### config.mk
export PLATFORM = sky130hd
export DESIGN_NAME = clipped_line_rasterizer_top
export DESIGN_NICKNAME = d
export VERILOG_FILES = /design/src/hw/rtl/clr_pkg.sv /design/src/hw/rtl/clr_setup.sv /design/src/hw/rtl/clr_engine.sv /design/src/hw/rtl/clr_out_buf.sv /design/src/hw/rtl/clipped_line_rasterizer_top.sv
export VERILOG_INCLUDE_DIRS = /design/src /design/src/hw/rtl
export SDC_FILE = /design/constraint.sdc
export NUM_CORES = 1
export LEC_CHECK = 0
export ABC_CLOCK_PERIOD_IN_PS = 13600
export BUFFER_PORTS_ARGS = -buffer_cell sky130_fd_sc_hd__buf_4
export CAP_MARGIN = 0
export CORE_UTILIZATION = 25
export CTS_CLUSTER_DIAMETER = 100
export DETAILED_ROUTE_END_ITERATION = 6
export GPL_TIMING_DRIVEN = 0
export PLACE_DENSITY_LB_ADDON = 0.15
export RECOVER_POWER = 25
export SETUP_SLACK_MARGIN = 0.15
export SLEW_MARGIN = 20
export SYNTH_ARGS = -nofsm -noshare
export SYNTH_HDL_FRONTEND = slang
export SYNTH_SLANG_ARGS = --single-unit
### constraint.sdc
create_clock -name clock -period 13.6 [get_ports clock]
set_clock_uncertainty 0.05 [all_clocks]
set_input_delay 2.04 -clock clock [delete_from_list [all_inputs] [get_ports clock]]
set_output_delay 2.04 -clock clock [all_outputs]
set_load 0.05 [all_outputs]
### src/hw/rtl/clipped_line_rasterizer_top_defines.svh
//------------------------------------------------------------------------------
// clipped_line_rasterizer_top_defines.svh
// Assertion macros shared by the line rasterizer RTL.
//------------------------------------------------------------------------------
`ifndef CLIPPED_LINE_RASTERIZER_TOP_DEFINES_SVH
`define CLIPPED_LINE_RASTERIZER_TOP_DEFINES_SVH

// expression must hold at every clock edge out of reset
`define CLR_ASSERT_ALWAYS(label, clk, rst, expr, msg) \
   label: assert property (@(posedge clk) disable iff (rst) (expr)) else $error(msg);

// antecedent at one edge implies consequent at the next
`define CLR_ASSERT_NEXT(label, clk, rst, ante, cons, msg) \
   label: assert property (@(posedge clk) disable iff (rst) (ante) |=> (cons)) \
      else $error(msg);

`endif

### src/hw/rtl/clr_pkg.sv
//------------------------------------------------------------------------------
// clr_pkg
// Types and constants of the line rasterizer.
//------------------------------------------------------------------------------
package clr_pkg;

   localparam int COORD_BITS = 12;
   localparam int ADDR_BITS  = 20;
   localparam int COLOR_BITS = 32;
   localparam int DELTA_BITS = COORD_BITS + 1;
   localparam int DTWO_BITS  = COORD_BITS + 2;
   localparam int ERR_BITS   = 16;

   localparam logic FUNC_LOAD = 1'b0;
   localparam logic FUNC_TICK = 1'b1;

   typedef logic signed [COORD_BITS-1:0] coord_type;

   typedef struct packed {
      logic                  axes_swapped;
      coord_type             major_pos;
      coord_type             major_end;
      coord_type             minor_pos;
      logic                  minor_step_down;
      logic [DELTA_BITS-1:0] major_delta;
      logic [DTWO_BITS-1:0]  minor_delta_twice;
   } line_setup_type;

   typedef struct packed {
      coord_type             pixel_x;
      coord_type             pixel_y;
      logic [ADDR_BITS-1:0]  pixel_address;
      logic                  visible;
      logic [COLOR_BITS-1:0] pixel_color;
      logic                  last_pixel;
   } pixel_type;

endpackage

### src/hw/rtl/clr_setup.sv
//------------------------------------------------------------------------------
// clr_setup
// Line setup: steep test, axis swap, endpoint ordering and deltas.
//------------------------------------------------------------------------------
module clr_setup (
   input  clr_pkg::coord_type      start_x,
   input  clr_pkg::coord_type      start_y,
   input  clr_pkg::coord_type      end_x,
   input  clr_pkg::coord_type      end_y,
   output clr_pkg::line_setup_type setup
);
   import clr_pkg::*;

   logic signed [DELTA_BITS-1:0] diff_x;
   logic signed [DELTA_BITS-1:0] diff_y;
   logic [DELTA_BITS-1:0]        abs_dx;
   logic [DELTA_BITS-1:0]        abs_dy;
   logic                         steep;
   coord_type                    a_major, a_minor, b_major, b_minor;
   coord_type                    lo_major, lo_minor, hi_major, hi_minor;
   logic signed [DELTA_BITS-1:0] diff_minor;
   logic [DELTA_BITS-1:0]        abs_minor;

   always_comb begin
      diff_x = {start_x[COORD_BITS-1], start_x} - {end_x[COORD_BITS-1], end_x};
      diff_y = {start_y[COORD_BITS-1], start_y} - {end_y[COORD_BITS-1], end_y};
      abs_dx = diff_x[DELTA_BITS-1] ? DELTA_BITS'(-diff_x) : DELTA_BITS'(diff_x);
      abs_dy = diff_y[DELTA_BITS-1] ? DELTA_BITS'(-diff_y) : DELTA_BITS'(diff_y);
      // equal deltas keep x as the major axis
      steep  = abs_dx < abs_dy;

      a_major = steep ? start_y : start_x;
      a_minor = steep ? start_x : start_y;
      b_major = steep ? end_y   : end_x;
      b_minor = steep ? end_x   : end_y;

      if (a_major > b_major) begin
         lo_major = b_major;
         lo_minor = b_minor;
         hi_major = a_major;
         hi_minor = a_minor;
      end else begin
         lo_major = a_major;
         lo_minor = a_minor;
         hi_major = b_major;
         hi_minor = b_minor;
      end

      diff_minor = {hi_minor[COORD_BITS-1], hi_minor} - {lo_minor[COORD_BITS-1], lo_minor};
      abs_minor  = diff_minor[DELTA_BITS-1] ? DELTA_BITS'(-diff_minor)
                                            : DELTA_BITS'(diff_minor);

      setup.axes_swapped      = steep;
      setup.major_pos         = lo_major;
      setup.major_end         = hi_major;
      setup.minor_pos         = lo_minor;
      setup.minor_step_down   = diff_minor[DELTA_BITS-1] || (diff_minor == '0);
      setup.major_delta       = DELTA_BITS'({hi_major[COORD_BITS-1], hi_major}
                                          - {lo_major[COORD_BITS-1], lo_major});
      setup.minor_delta_twice = {abs_minor, 1'b0};
   end

endmodule

### src/hw/rtl/clr_engine.sv
//------------------------------------------------------------------------------
// clr_engine
// Line state registers, per-pixel clip and address, and the error-term step.
//------------------------------------------------------------------------------
module clr_engine #(
   parameter int SCREEN_WIDTH  = 960,
   parameter int SCREEN_HEIGHT = 640
) (
   input  logic                           clock,
   input  logic                           reset,
   input  logic                           req_fire,
   input  logic                           req_func,
   input  clr_pkg::line_setup_type        setup,
   input  logic [clr_pkg::COLOR_BITS-1:0] req_line_color,
   output logic                           push,
   output clr_pkg::pixel_type             pixel
);
   import clr_pkg::*;

   logic                         line_active_ff, line_active_in;
   logic                         axes_swapped_ff, axes_swapped_in;
   coord_type                    major_pos_ff, major_pos_in;
   coord_type                    major_end_ff, major_end_in;
   coord_type                    minor_pos_ff, minor_pos_in;
   logic                         step_down_ff, step_down_in;
   logic [DELTA_BITS-1:0]        major_delta_ff, major_delta_in;
   logic [DTWO_BITS-1:0]         minor_dtwo_ff, minor_dtwo_in;
   logic signed [ERR_BITS-1:0]   error_term_ff, error_term_in;
   logic [COLOR_BITS-1:0]        held_color_ff, held_color_in;

   coord_type                    px, py;
   logic [COORD_BITS-1:0]        px_u, py_u;
   logic                         vis;
   logic                         last;
   logic signed [ERR_BITS-1:0]   err_sum;

   always_comb begin
      px   = axes_swapped_ff ? minor_pos_ff : major_pos_ff;
      py   = axes_swapped_ff ? major_pos_ff : minor_pos_ff;
      px_u = px;
      py_u = py;
      vis  = !px[COORD_BITS-1] && (px < $signed(COORD_BITS'(SCREEN_WIDTH)))
          && !py[COORD_BITS-1] && (py < $signed(COORD_BITS'(SCREEN_HEIGHT)));
      last = major_pos_ff == major_end_ff;

      pixel.pixel_x       = px;
      pixel.pixel_y       = py;
      pixel.pixel_address = vis ? (ADDR_BITS'(px_u)
                                  + ADDR_BITS'(py_u) * ADDR_BITS'(SCREEN_WIDTH))
                                : '0;
      pixel.visible       = vis;
      pixel.pixel_color   = held_color_ff;
      pixel.last_pixel    = last;

      push = req_fire && (req_func == FUNC_TICK) && line_active_ff;

      err_sum = error_term_ff + $signed({2'b00, minor_dtwo_ff});

      line_active_in  = line_active_ff;
      axes_swapped_in = axes_swapped_ff;
      major_pos_in    = major_pos_ff;
      major_end_in    = major_end_ff;
      minor_pos_in    = minor_pos_ff;
      step_down_in    = step_down_ff;
      major_delta_in  = major_delta_ff;
      minor_dtwo_in   = minor_dtwo_ff;
      error_term_in   = error_term_ff;
      held_color_in   = held_color_ff;

      if (req_fire && (req_func == FUNC_LOAD)) begin
         // a load replaces whatever line is in flight
         line_active_in  = 1'b1;
         axes_swapped_in = setup.axes_swapped;
         major_pos_in    = setup.major_pos;
         major_end_in    = setup.major_end;
         minor_pos_in    = setup.minor_pos;
         step_down_in    = setup.minor_step_down;
         major_delta_in  = setup.major_delta;
         minor_dtwo_in   = setup.minor_delta_twice;
         error_term_in   = '0;
         held_color_in   = req_line_color;
      end else if (push) begin
         if (last) begin
            line_active_in = 1'b0;
         end else begin
            error_term_in = err_sum;
            if (err_sum > $signed({3'b000, major_delta_ff})) begin
               minor_pos_in  = step_down_ff ? minor_pos_ff - coord_type'(1)
                                            : minor_pos_ff + coord_type'(1);
               error_term_in = err_sum - $signed({2'b00, major_delta_ff, 1'b0});
            end
            major_pos_in = major_pos_ff + coord_type'(1);
         end
      end
   end

   always_ff @(posedge clock) begin
      if (reset) begin
         line_active_ff  <= 1'b0;
         axes_swapped_ff <= 1'b0;
         major_pos_ff    <= '0;
         major_end_ff    <= '0;
         minor_pos_ff    <= '0;
         step_down_ff    <= 1'b0;
         major_delta_ff  <= '0;
         minor_dtwo_ff   <= '0;
         error_term_ff   <= '0;
         held_color_ff   <= '0;
      end else begin
         line_active_ff  <= line_active_in;
         axes_swapped_ff <= axes_swapped_in;
         major_pos_ff    <= major_pos_in;
         major_end_ff    <= major_end_in;
         minor_pos_ff    <= minor_pos_in;
         step_down_ff    <= step_down_in;
         major_delta_ff  <= major_delta_in;
         minor_dtwo_ff   <= minor_dtwo_in;
         error_term_ff   <= error_term_in;
         held_color_ff   <= held_color_in;
      end
   end

endmodule

### src/hw/rtl/clr_out_buf.sv
//------------------------------------------------------------------------------
// clr_out_buf
// Two-entry result buffer: output register plus skid register.
//------------------------------------------------------------------------------
`include "clipped_line_rasterizer_top_defines.svh"

module clr_out_buf (
   input  logic               clock,
   input  logic               reset,
   input  logic               push,
   input  clr_pkg::pixel_type push_data,
   output logic               room,
   output logic               rsp_valid,
   input  logic               rsp_ready,
   output clr_pkg::pixel_type rsp_data
);
   import clr_pkg::*;

   logic      main_valid_ff, main_valid_in;
   logic      skid_valid_ff, skid_valid_in;
   pixel_type main_ff, main_in;
   pixel_type skid_ff, skid_in;
   logic      pop;

   always_comb begin
      pop           = main_valid_ff && rsp_ready;
      main_valid_in = main_valid_ff;
      skid_valid_in = skid_valid_ff;
      main_in       = main_ff;
      skid_in       = skid_ff;

      if (pop) begin
         if (skid_valid_ff) begin
            main_in       = skid_ff;
            skid_valid_in = 1'b0;
         end else if (push) begin
            main_in = push_data;
         end else begin
            main_valid_in = 1'b0;
         end
      end else if (push) begin
         if (main_valid_ff) begin
            // output stalled: park the transfer in the skid entry
            skid_in       = push_data;
            skid_valid_in = 1'b1;
         end else begin
            main_in       = push_data;
            main_valid_in = 1'b1;
         end
      end
   end

   always_ff @(posedge clock) begin
      if (reset) begin
         main_valid_ff <= 1'b0;
         skid_valid_ff <= 1'b0;
      end else begin
         main_valid_ff <= main_valid_in;
         skid_valid_ff <= skid_valid_in;
      end
      main_ff <= main_in;
      skid_ff <= skid_in;
   end

   assign room      = !skid_valid_ff;
   assign rsp_valid = main_valid_ff;
   assign rsp_data  = main_ff;

   `CLR_ASSERT_ALWAYS(a_skid_behind_main, clock, reset, !skid_valid_ff || main_valid_ff, "skid entry valid with empty output register")
   `CLR_ASSERT_ALWAYS(a_no_push_when_full, clock, reset, !(push && skid_valid_ff), "result pushed with both entries full")
   `CLR_ASSERT_NEXT(a_stall_fills_skid, clock, reset, main_valid_ff && !rsp_ready && push, skid_valid_ff && main_valid_ff, "stalled push not parked in skid entry")

endmodule

### src/hw/rtl/clipped_line_rasterizer_top.sv
//------------------------------------------------------------------------------
// clipped_line_rasterizer_top
// Integer line rasterizer with per-pixel screen clip and linear address.
//------------------------------------------------------------------------------
// One request transfer per clock while req_ready is high. A load (func 0) sets
// up the line in the cycle it is taken and returns nothing; each tick (func 1)
// on an active line returns one pixel, registered. The whole Bresenham step
// (error add, compare, minor step, clip and x + y * SCREEN_WIDTH address) is one
// register-to-register pass, so sustained rate is one pixel per clock while
// rsp_ready is high. A two-entry result buffer lets a request be taken while a
// pixel waits on rsp_ready; req_ready drops only while both entries are full.
module clipped_line_rasterizer_top #(
   parameter int SCREEN_WIDTH  = 960,
   parameter int SCREEN_HEIGHT = 640
) (
   input  logic                           clock,
   input  logic                           reset,
   input  logic                           req_valid,
   output logic                           req_ready,
   input  logic                           req_func,
   input  clr_pkg::coord_type             req_start_x,
   input  clr_pkg::coord_type             req_start_y,
   input  clr_pkg::coord_type             req_end_x,
   input  clr_pkg::coord_type             req_end_y,
   input  logic [clr_pkg::COLOR_BITS-1:0] req_line_color,
   output logic                           rsp_valid,
   input  logic                           rsp_ready,
   output clr_pkg::coord_type             rsp_pixel_x,
   output clr_pkg::coord_type             rsp_pixel_y,
   output logic [clr_pkg::ADDR_BITS-1:0]  rsp_pixel_address,
   output logic                           rsp_visible,
   output logic [clr_pkg::COLOR_BITS-1:0] rsp_pixel_color,
   output logic                           rsp_last_pixel
);
   import clr_pkg::*;

   line_setup_type setup;
   pixel_type      pixel;
   pixel_type      rsp_data;
   logic           push;
   logic           room;
   logic           req_fire;

   assign req_ready = room;
   assign req_fire  = req_valid && room;

   clr_setup u_setup (
      .start_x (req_start_x),
      .start_y (req_start_y),
      .end_x   (req_end_x),
      .end_y   (req_end_y),
      .setup   (setup)
   );

   clr_engine #(
      .SCREEN_WIDTH  (SCREEN_WIDTH),
      .SCREEN_HEIGHT (SCREEN_HEIGHT)
   ) u_engine (
      .clock          (clock),
      .reset          (reset),
      .req_fire       (req_fire),
      .req_func       (req_func),
      .setup          (setup),
      .req_line_color (req_line_color),
      .push           (push),
      .pixel          (pixel)
   );

   clr_out_buf u_out_buf (
      .clock     (clock),
      .reset     (reset),
      .push      (push),
      .push_data (pixel),
      .room      (room),
      .rsp_valid (rsp_valid),
      .rsp_ready (rsp_ready),
      .rsp_data  (rsp_data)
   );

   assign rsp_pixel_x       = rsp_data.pixel_x;
   assign rsp_pixel_y       = rsp_data.pixel_y;
   assign rsp_pixel_address = rsp_data.pixel_address;
   assign rsp_visible       = rsp_data.visible;
   assign rsp_pixel_color   = rsp_data.pixel_color;
   assign rsp_last_pixel    = rsp_data.last_pixel;

endmodule
After elaboration in Yosys (flattened, before gate mapping)
Cells that the tools add are included.
W data, S select, Z words.
{"block": "totals", "wordCells": 114, "out_inout_bits": 80, "ff_bits": 271, "input_bits": 85}
{"block": "classes", "n_bitwise": 3, "multipliers": 1, "mux": 35, "add_sub_neg": 13, "n_eq_ne": 5, "order_cmp": 5, "reduce_logical": 28}
{"operator": "$mux W78", "n": 5}
{"operator": "$mux W12", "n": 18}
{"operator": "$sub A12 B12 Y13", "n": 4}
{"operator": "$mux W13", "n": 3}
{"operator": "$neg A13 Y13", "n": 3}
{"operator": "$add A12 B2 Y12 const B", "n": 2}
{"operator": "$lt A12 B11 Y1 const B", "n": 2}
{"operator": "$add A12 B20 Y20", "n": 1}
{"operator": "$mux W20", "n": 1}
{"operator": "$add A16 B15 Y16", "n": 1}
{"operator": "$gt A16 B14 Y1", "n": 1}
{"operator": "$mux W16", "n": 1}
{"operator": "$sub A16 B15 Y16", "n": 1}
{"operator": "$mul A12 B4 Y14 const B", "n": 1}
{"operator": "$logic_not A13 Y1", "n": 1}
{"operator": "$lt A13 B13 Y1", "n": 1}
{"operator": "$eq A12 B12 Y1", "n": 1}
{"operator": "$gt A12 B12 Y1", "n": 1}
{"operator": "$reduce_and A3 Y1", "n": 4}
{"operator": "$sub A12 B2 Y12 const B", "n": 1}
{"operator": "$reduce_bool A2 Y1", "n": 5}
{"operator": "$logic_and A1 B1 Y1", "n": 8}
{"operator": "$ne A2 B2 Y1 const B", "n": 4}
{"operator": "$reduce_and A2 Y1", "n": 4}
{"operator": "other kinds (5)", "n": 16}

Longest topological paths before layout
{"block": "depth", "ltp_word": 10, "ltp_mapped": 56, "depth_no_buf": 47}

Cells and area by module
From an unflattened synthesis, not the netlist that was laid out.
{"block": "unflattened", "cells_unflattened": 2131, "area_unflattened_um2": 19169.6}
{"mod": "clr_engine", "n_inst": 1, "cells_each": 1078, "seq_area_each_um2": 2282.2, "area_each_um2": 8433.1}
{"mod": "clr_out_buf", "n_inst": 1, "cells_each": 255, "seq_area_each_um2": 4724.5, "area_each_um2": 5796.8}
{"mod": "clr_setup", "n_inst": 1, "cells_each": 797, "seq_area_each_um2": 0.0, "area_each_um2": 4933.5}
{"mod": "clipped_line_rasterizer_top", "n_inst": 1, "cells_each": 1, "seq_area_each_um2": 0.0, "area_each_um2": 6.3}

Worst setup path after synthesis
OpenSTA, ideal clock, no wires.
{"block": "synth_path", "path_type": "input port to flip-flop", "from": "input port req_start_y[0]", "to": "register u_engine.step_down_ff", "path_stages": 52, "path_slack_ps": 796, "setup_ps": 86, "t_arrival_ps": 12668, "required_time_ps": 13464, "path_buffers": 9, "cell_sequence": "inv_1 ha_1 fa_1 nor2b_1 o21ai_0 a21boi_0 o21ai_0 a21boi_0 o21ai_0 a21boi_0 o21ai_0 a21oi_1 a31o_2 nand4_1 or3_1 ha_1 nand4_1 nor3_1 [16 not listed] buf_2 buf_2 buf_1 nor2_1 o31a_1 ha_1 fa_1 nor2b_1 o21ai_0 a21boi_0 o21ai_0 a21boi_0 nor2_1 or4_1 or4_1 nor3_1 nor3_1 a211oi_1"}
{"block": "synth_between", "elab_chain_len": 10, "word_cells_on_any_way": 14, "classes_between": "3 x add/sub; 2 x order compare; 7 x mux; 2 x reduce/logical"}
{"item": "start: declaration", "line_no": "clipped_line_rasterizer_top.sv:22", "source": "input clr_pkg::coord_type req_start_y,"}
{"item": "$sub A12 B12 Y13", "line_no": "clr_setup.sv:26", "source": "diff_y = {start_y[COORD_BITS-1], start_y} - {end_y[COORD_BITS-1], end_y};"}
{"item": "$neg A13 Y13", "line_no": "clr_setup.sv:28", "source": "abs_dy = diff_y[DELTA_BITS-1] ? DELTA_BITS'(-diff_y) : DELTA_BITS'(diff_y);"}
{"item": "$mux W13", "line_no": "clr_setup.sv:28"}
{"item": "$lt A13 B13 Y1", "line_no": "clr_setup.sv:30", "source": "steep = abs_dx < abs_dy;"}
{"item": "$mux W12, on equally long branches", "line_no": "clr_setup.sv:32, clr_setup.sv:34"}
{"item": "$gt A12 B12 Y1", "line_no": "clr_setup.sv:37", "source": "if (a_major > b_major) begin"}
{"item": "$mux W12", "line_no": "clr_setup.sv:37"}
{"item": "$sub A12 B12 Y13 (*)", "line_no": "clr_setup.sv:49", "source": "diff_minor = {hi_minor[COORD_BITS-1], hi_minor} - {lo_minor[COORD_BITS-1], lo_minor};"}
{"item": "$logic_not A13 Y1", "line_no": "clr_setup.sv:57", "source": "setup.minor_step_down = diff_minor[DELTA_BITS-1] || (diff_minor == '0);"}
{"item": "$logic_or A1 B1 Y1 (*)", "line_no": "clr_setup.sv:57"}
{"item": "end signal: assignment", "line_no": "clr_engine.sv:115", "source": "step_down_ff <= step_down_in;"}
{"item": "end: declaration", "line_no": "clr_engine.sv:25", "source": "logic step_down_ff, step_down_in;"}
Mark *: on every way between the ends. The rest lies on a longest branch, timed or not.
A chain may end at the register's enable or synchronous reset.

Final worst setup path
Ends and elaborated chain as after synthesis.

==> flow_summary.json <==
{
  "status": "finished with violations",
  "violations": "DRC",
  "fp.dieArea_um2": 75500,
  "cp.arrival_ns": 13.33,
  "ys_seq_elements": 270,
  "clkLatencyLatePin_ns": 0.56,
  "routabilityCongestion": 0.874,
  "synth_area_per_cell_um2": 8.54,
  "clockPowerShare": 0.119,
  "synth_area_leaders": "edfxtp_1 25%, dfxtp_1 12%, ha_1 9.0%",
  "setup_tns_ns": 0,
  "clk_pin_slew_worst_paths_ns": 0.06,
  "clk_path_buf_depth": 3,
  "final-seq-area_um2": 6970,
  "fillers": 7889,
  "cts_buffers": 28,
  "grt_usage": 0.167,
  "multi_input_area_um2": 10900,
  "maxSlewViolCount": 0,
  "synth_area_um2": 18600,
  "synth_top_area_frac": 0.252,
  "endpoint_kind": "register",
  "peakVddDrop_v": 0.000209,
  "combPwrFrac": 0.715,
  "synth_edf_count": 156,
  "async_reset_ff_frac": 0,
  "wl_mm": 63.9,
  "initial_core_util": 0.254,
  "antenna_found_initial": 1,
  "power_mw": 6.24,
  "rsz0062_at_grt": "false",
  "hold_class": "register to register",
  "cp_slowest_cell": "or4_1",
  "synth_common_cells": "361 x nand2_1, 220 x nor2_1, 166 x a21oi_1",
  "yosys_warnings": 0,
  "diodes": 0,
  "ant_nets": 0,
  "yosysTopAreaCell": "edfxtp_1",
  "drt_first_pass_iters": 7,
  "setup_viol": 0,
  "p_per_area_nw_per_um2": 278,
  "nNetsFinal": 2647,
  "finalNonFillerCells": 3381,
  "drt_iter0_markers": 983,
  "internal_power_mw": 3.00,
  "p_leak_nw": 9.09,
  "worst_pin_slew_ns": 1.18,
  "core.rowCount": 99,
  "cts-root-buf": "clkbuf_16",
  "period_share": 0.949,
  "synth_fp_nets": 2424,
  "slew_headroom": 0.208,
  "ys_seq_area_frac": 0.375,
  "drc": 17,
  "routedWlPerCell_um": 18.9,
  "period_minus_slack_ns": 12.91,
  "h-tree-depth": 1,
  "max_freq_mhz": 77.5,
  "drv_cap": 0,
  "cp_common_cell": "a21boi_1",
  "crit_type": "input pin to register",
  "drive_gt1_frac": 0.123,
  "crit_required_ns": 14.02,
  "utilization": 0.306,
  "clkSinkCount": 270,
  "overflow": 0,
  "grt_pass1_wl_mm": 97.3,
  "synth_ff_type": "edfxtp_1",
  "num_vias": 16295,
  "startpoint_type": "input pin",
  "synth_most_common_cell": "nand2_1",
  "portBuffers": 163,
  "die_y_um": 275,
  "first_global_vias": 16032,
  "synth_cell_types": 65,
  "switchingPower_mw": 3.24,
  "fin_hold_ws_ns": 0.408,
  "placedCellCount": 3315,
  "core_area_um2": 73300,
  "io_pins": 165,
  "die_w_um": 275,
  "swShare": 0.519,
  "netlist_instances": 2177,
  "p_seq_frac": 0.166,
  "cts_tree": "built",
  "via_per_inst": 4.82,
  "hold_viol": 0,
  "critPathMaxStageDelay_ns": 0.54,
  "dp_hpwl_mm": 51.4,
  "grt_max_degree": 16,
  "syn_to_final_growth_pct": 20.5,
  "crit_fanout": 10
}
-- critical path: cells and delay by family --
kind | cells | cell delay [ns]
AO/OA/AOI/OAI | 23 | 4.38
adder cells (fa/ha/maj) | 9 | 2.82
AND/OR/NAND/NOR | 10 | 2.12
buffers and inverters | 10 | 1.79
XOR/XNOR | 1 | 0.16
-- area by class of cell --
cell class,instances,share of cell area
Sequential cell,270,0.311
Buffer,101,0.0209
Timing Repair Buffer,194,0.0635
Inverter,150,0.0253
Clock buffer,42,0.0365
Multi-Input combinational cell,1655,0.487
Tap cell,959,0.0536
Clock inverter,10,0.00274
-- metrics by stage --
step                setup WS, ns  cell area, um^2
floorplan                  0.796            18600
global placement           -3.36            21000
detailed placement         -3.53            21200
CTS                        0.157            22300
global route               0.146            22400
finish                     0.691            22400
-- placed cells by master (no fill, tap or decap), types with 7 or more instances in the layout --
| cell | instances |
|---|---|
| buf_1 | 9 |
| xnor2_1 | 68 |
| a21boi_0 | 16 |
| fa_1 | 28 |
| edfxtp_1 | 156 |
| buf_6 | 11 |
| and3_1 | 14 |
| o211ai_1 | 36 |
| mux2i_1 | 57 |
| o21ai_0 | 92 |
| inv_1 | 148 |
| clkbuf_16 | 29 |
| dfxtp_1 | 114 |
| nor2_1 | 219 |
| ha_1 | 134 |
| nand3_1 | 34 |
| a21o_1 | 25 |
| nand2b_1 | 23 |
| a211oi_1 | 56 |
| buf_4 | 174 |
| nand2_1 | 361 |
| nor2b_1 | 25 |
| clkbuf_1 | 93 |
| nor3b_1 | 8 |
| o31ai_1 | 21 |
| o21a_1 | 8 |
| o21ai_1 | 7 |
| xor2_1 | 46 |
| nand4_1 | 19 |
| nor3_1 | 31 |
| or3_1 | 14 |
| a21boi_1 | 9 |
| a21oi_1 | 157 |
| a31oi_1 | 20 |
-- cells by family after synthesis --
group                      count (synthesis)  share of synthesized area
xor gates and xnor gates                 115                     0.0542
muxes                                     69                     0.0377
DFF                                      270                      0.375
adders and majority gates                171                      0.125
buffers and inverters                    252                     0.0511
and+or+nand+nor                          780                      0.181
AOI/OAI and AO/OA                        520                      0.176
-- layer usage --
metal / GRT usage / wire length, um / part of all wire / vias up
met5: 0 / 19 / 0.00030 / -
met4: 0.0368 / 1310 / 0.020 / 2
met3: 0.0216 / 3460 / 0.054 / 76
met2: 0.283 / 29800 / 0.47 / 451
met1: 0.225 / 29300 / 0.46 / 7687
li1: - / - / - / 8079
-- state kept, by name, indices dropped and copies added, names as in the netlist --
| name | cells |
|---|---|
| u_out_buf.rsp_data | 78 |
| u_out_buf.skid_ff | 78 |
| u_engine.held_color_ff | 32 |
| u_engine.error_term_ff | 15 |
| u_engine.major_delta_ff | 13 |
| u_engine.minor_dtwo_ff | 13 |
| u_engine.major_end_ff | 12 |
| u_engine.major_pos_ff | 12 |
| u_engine.minor_pos_ff | 12 |
| u_engine.axes_swapped_ff | 1 |
| u_engine.line_active_ff | 1 |
| u_engine.step_down_ff | 1 |
| u_out_buf.rsp_valid | 1 |
| u_out_buf.skid_valid_ff | 1 |
-- final timing paths --
kind                                           startpoint                     end  slack, ns  cells past startpoint
worst max-delay path                       req_start_y[0]   u_engine.step_down_ff       0.69                     53
worst min-delay path            u_engine.held_color_ff[9]   u_out_buf.skid_ff[10]       0.41                      0
worst max register to register   u_engine.axes_swapped_ff  u_out_buf.rsp_data[53]       7.46                     18
worst min register to register  u_engine.held_color_ff[9]   u_out_buf.skid_ff[10]       0.41                      0
-- power groups by stage --
| stage | combinational, mW | clock (mW) | sequential, mW |
|---|---|---|---|
| floorplan | 2.96 | 0 | 1.05 |
| global placement | 4.21 | 0 | 1.05 |
| detailed placement | 4.25 | 0 | 1.05 |
| CTS | 4.38 | 0.771 | 1.04 |
| global route | 4.93 | 0.804 | 1.04 |
| finish | 4.46 | 0.745 | 1.04 |
-- repair_timing --
action	4_1_cts	5_1_grt
pin swaps	5	14
setup buffers	3	12
hold buffers	0	0
gates resized for setup	68	45
gates cloned	0	0
endpoints found under the setup margin	21	13
Note: power is estimated with default switching activity, not from simulation.
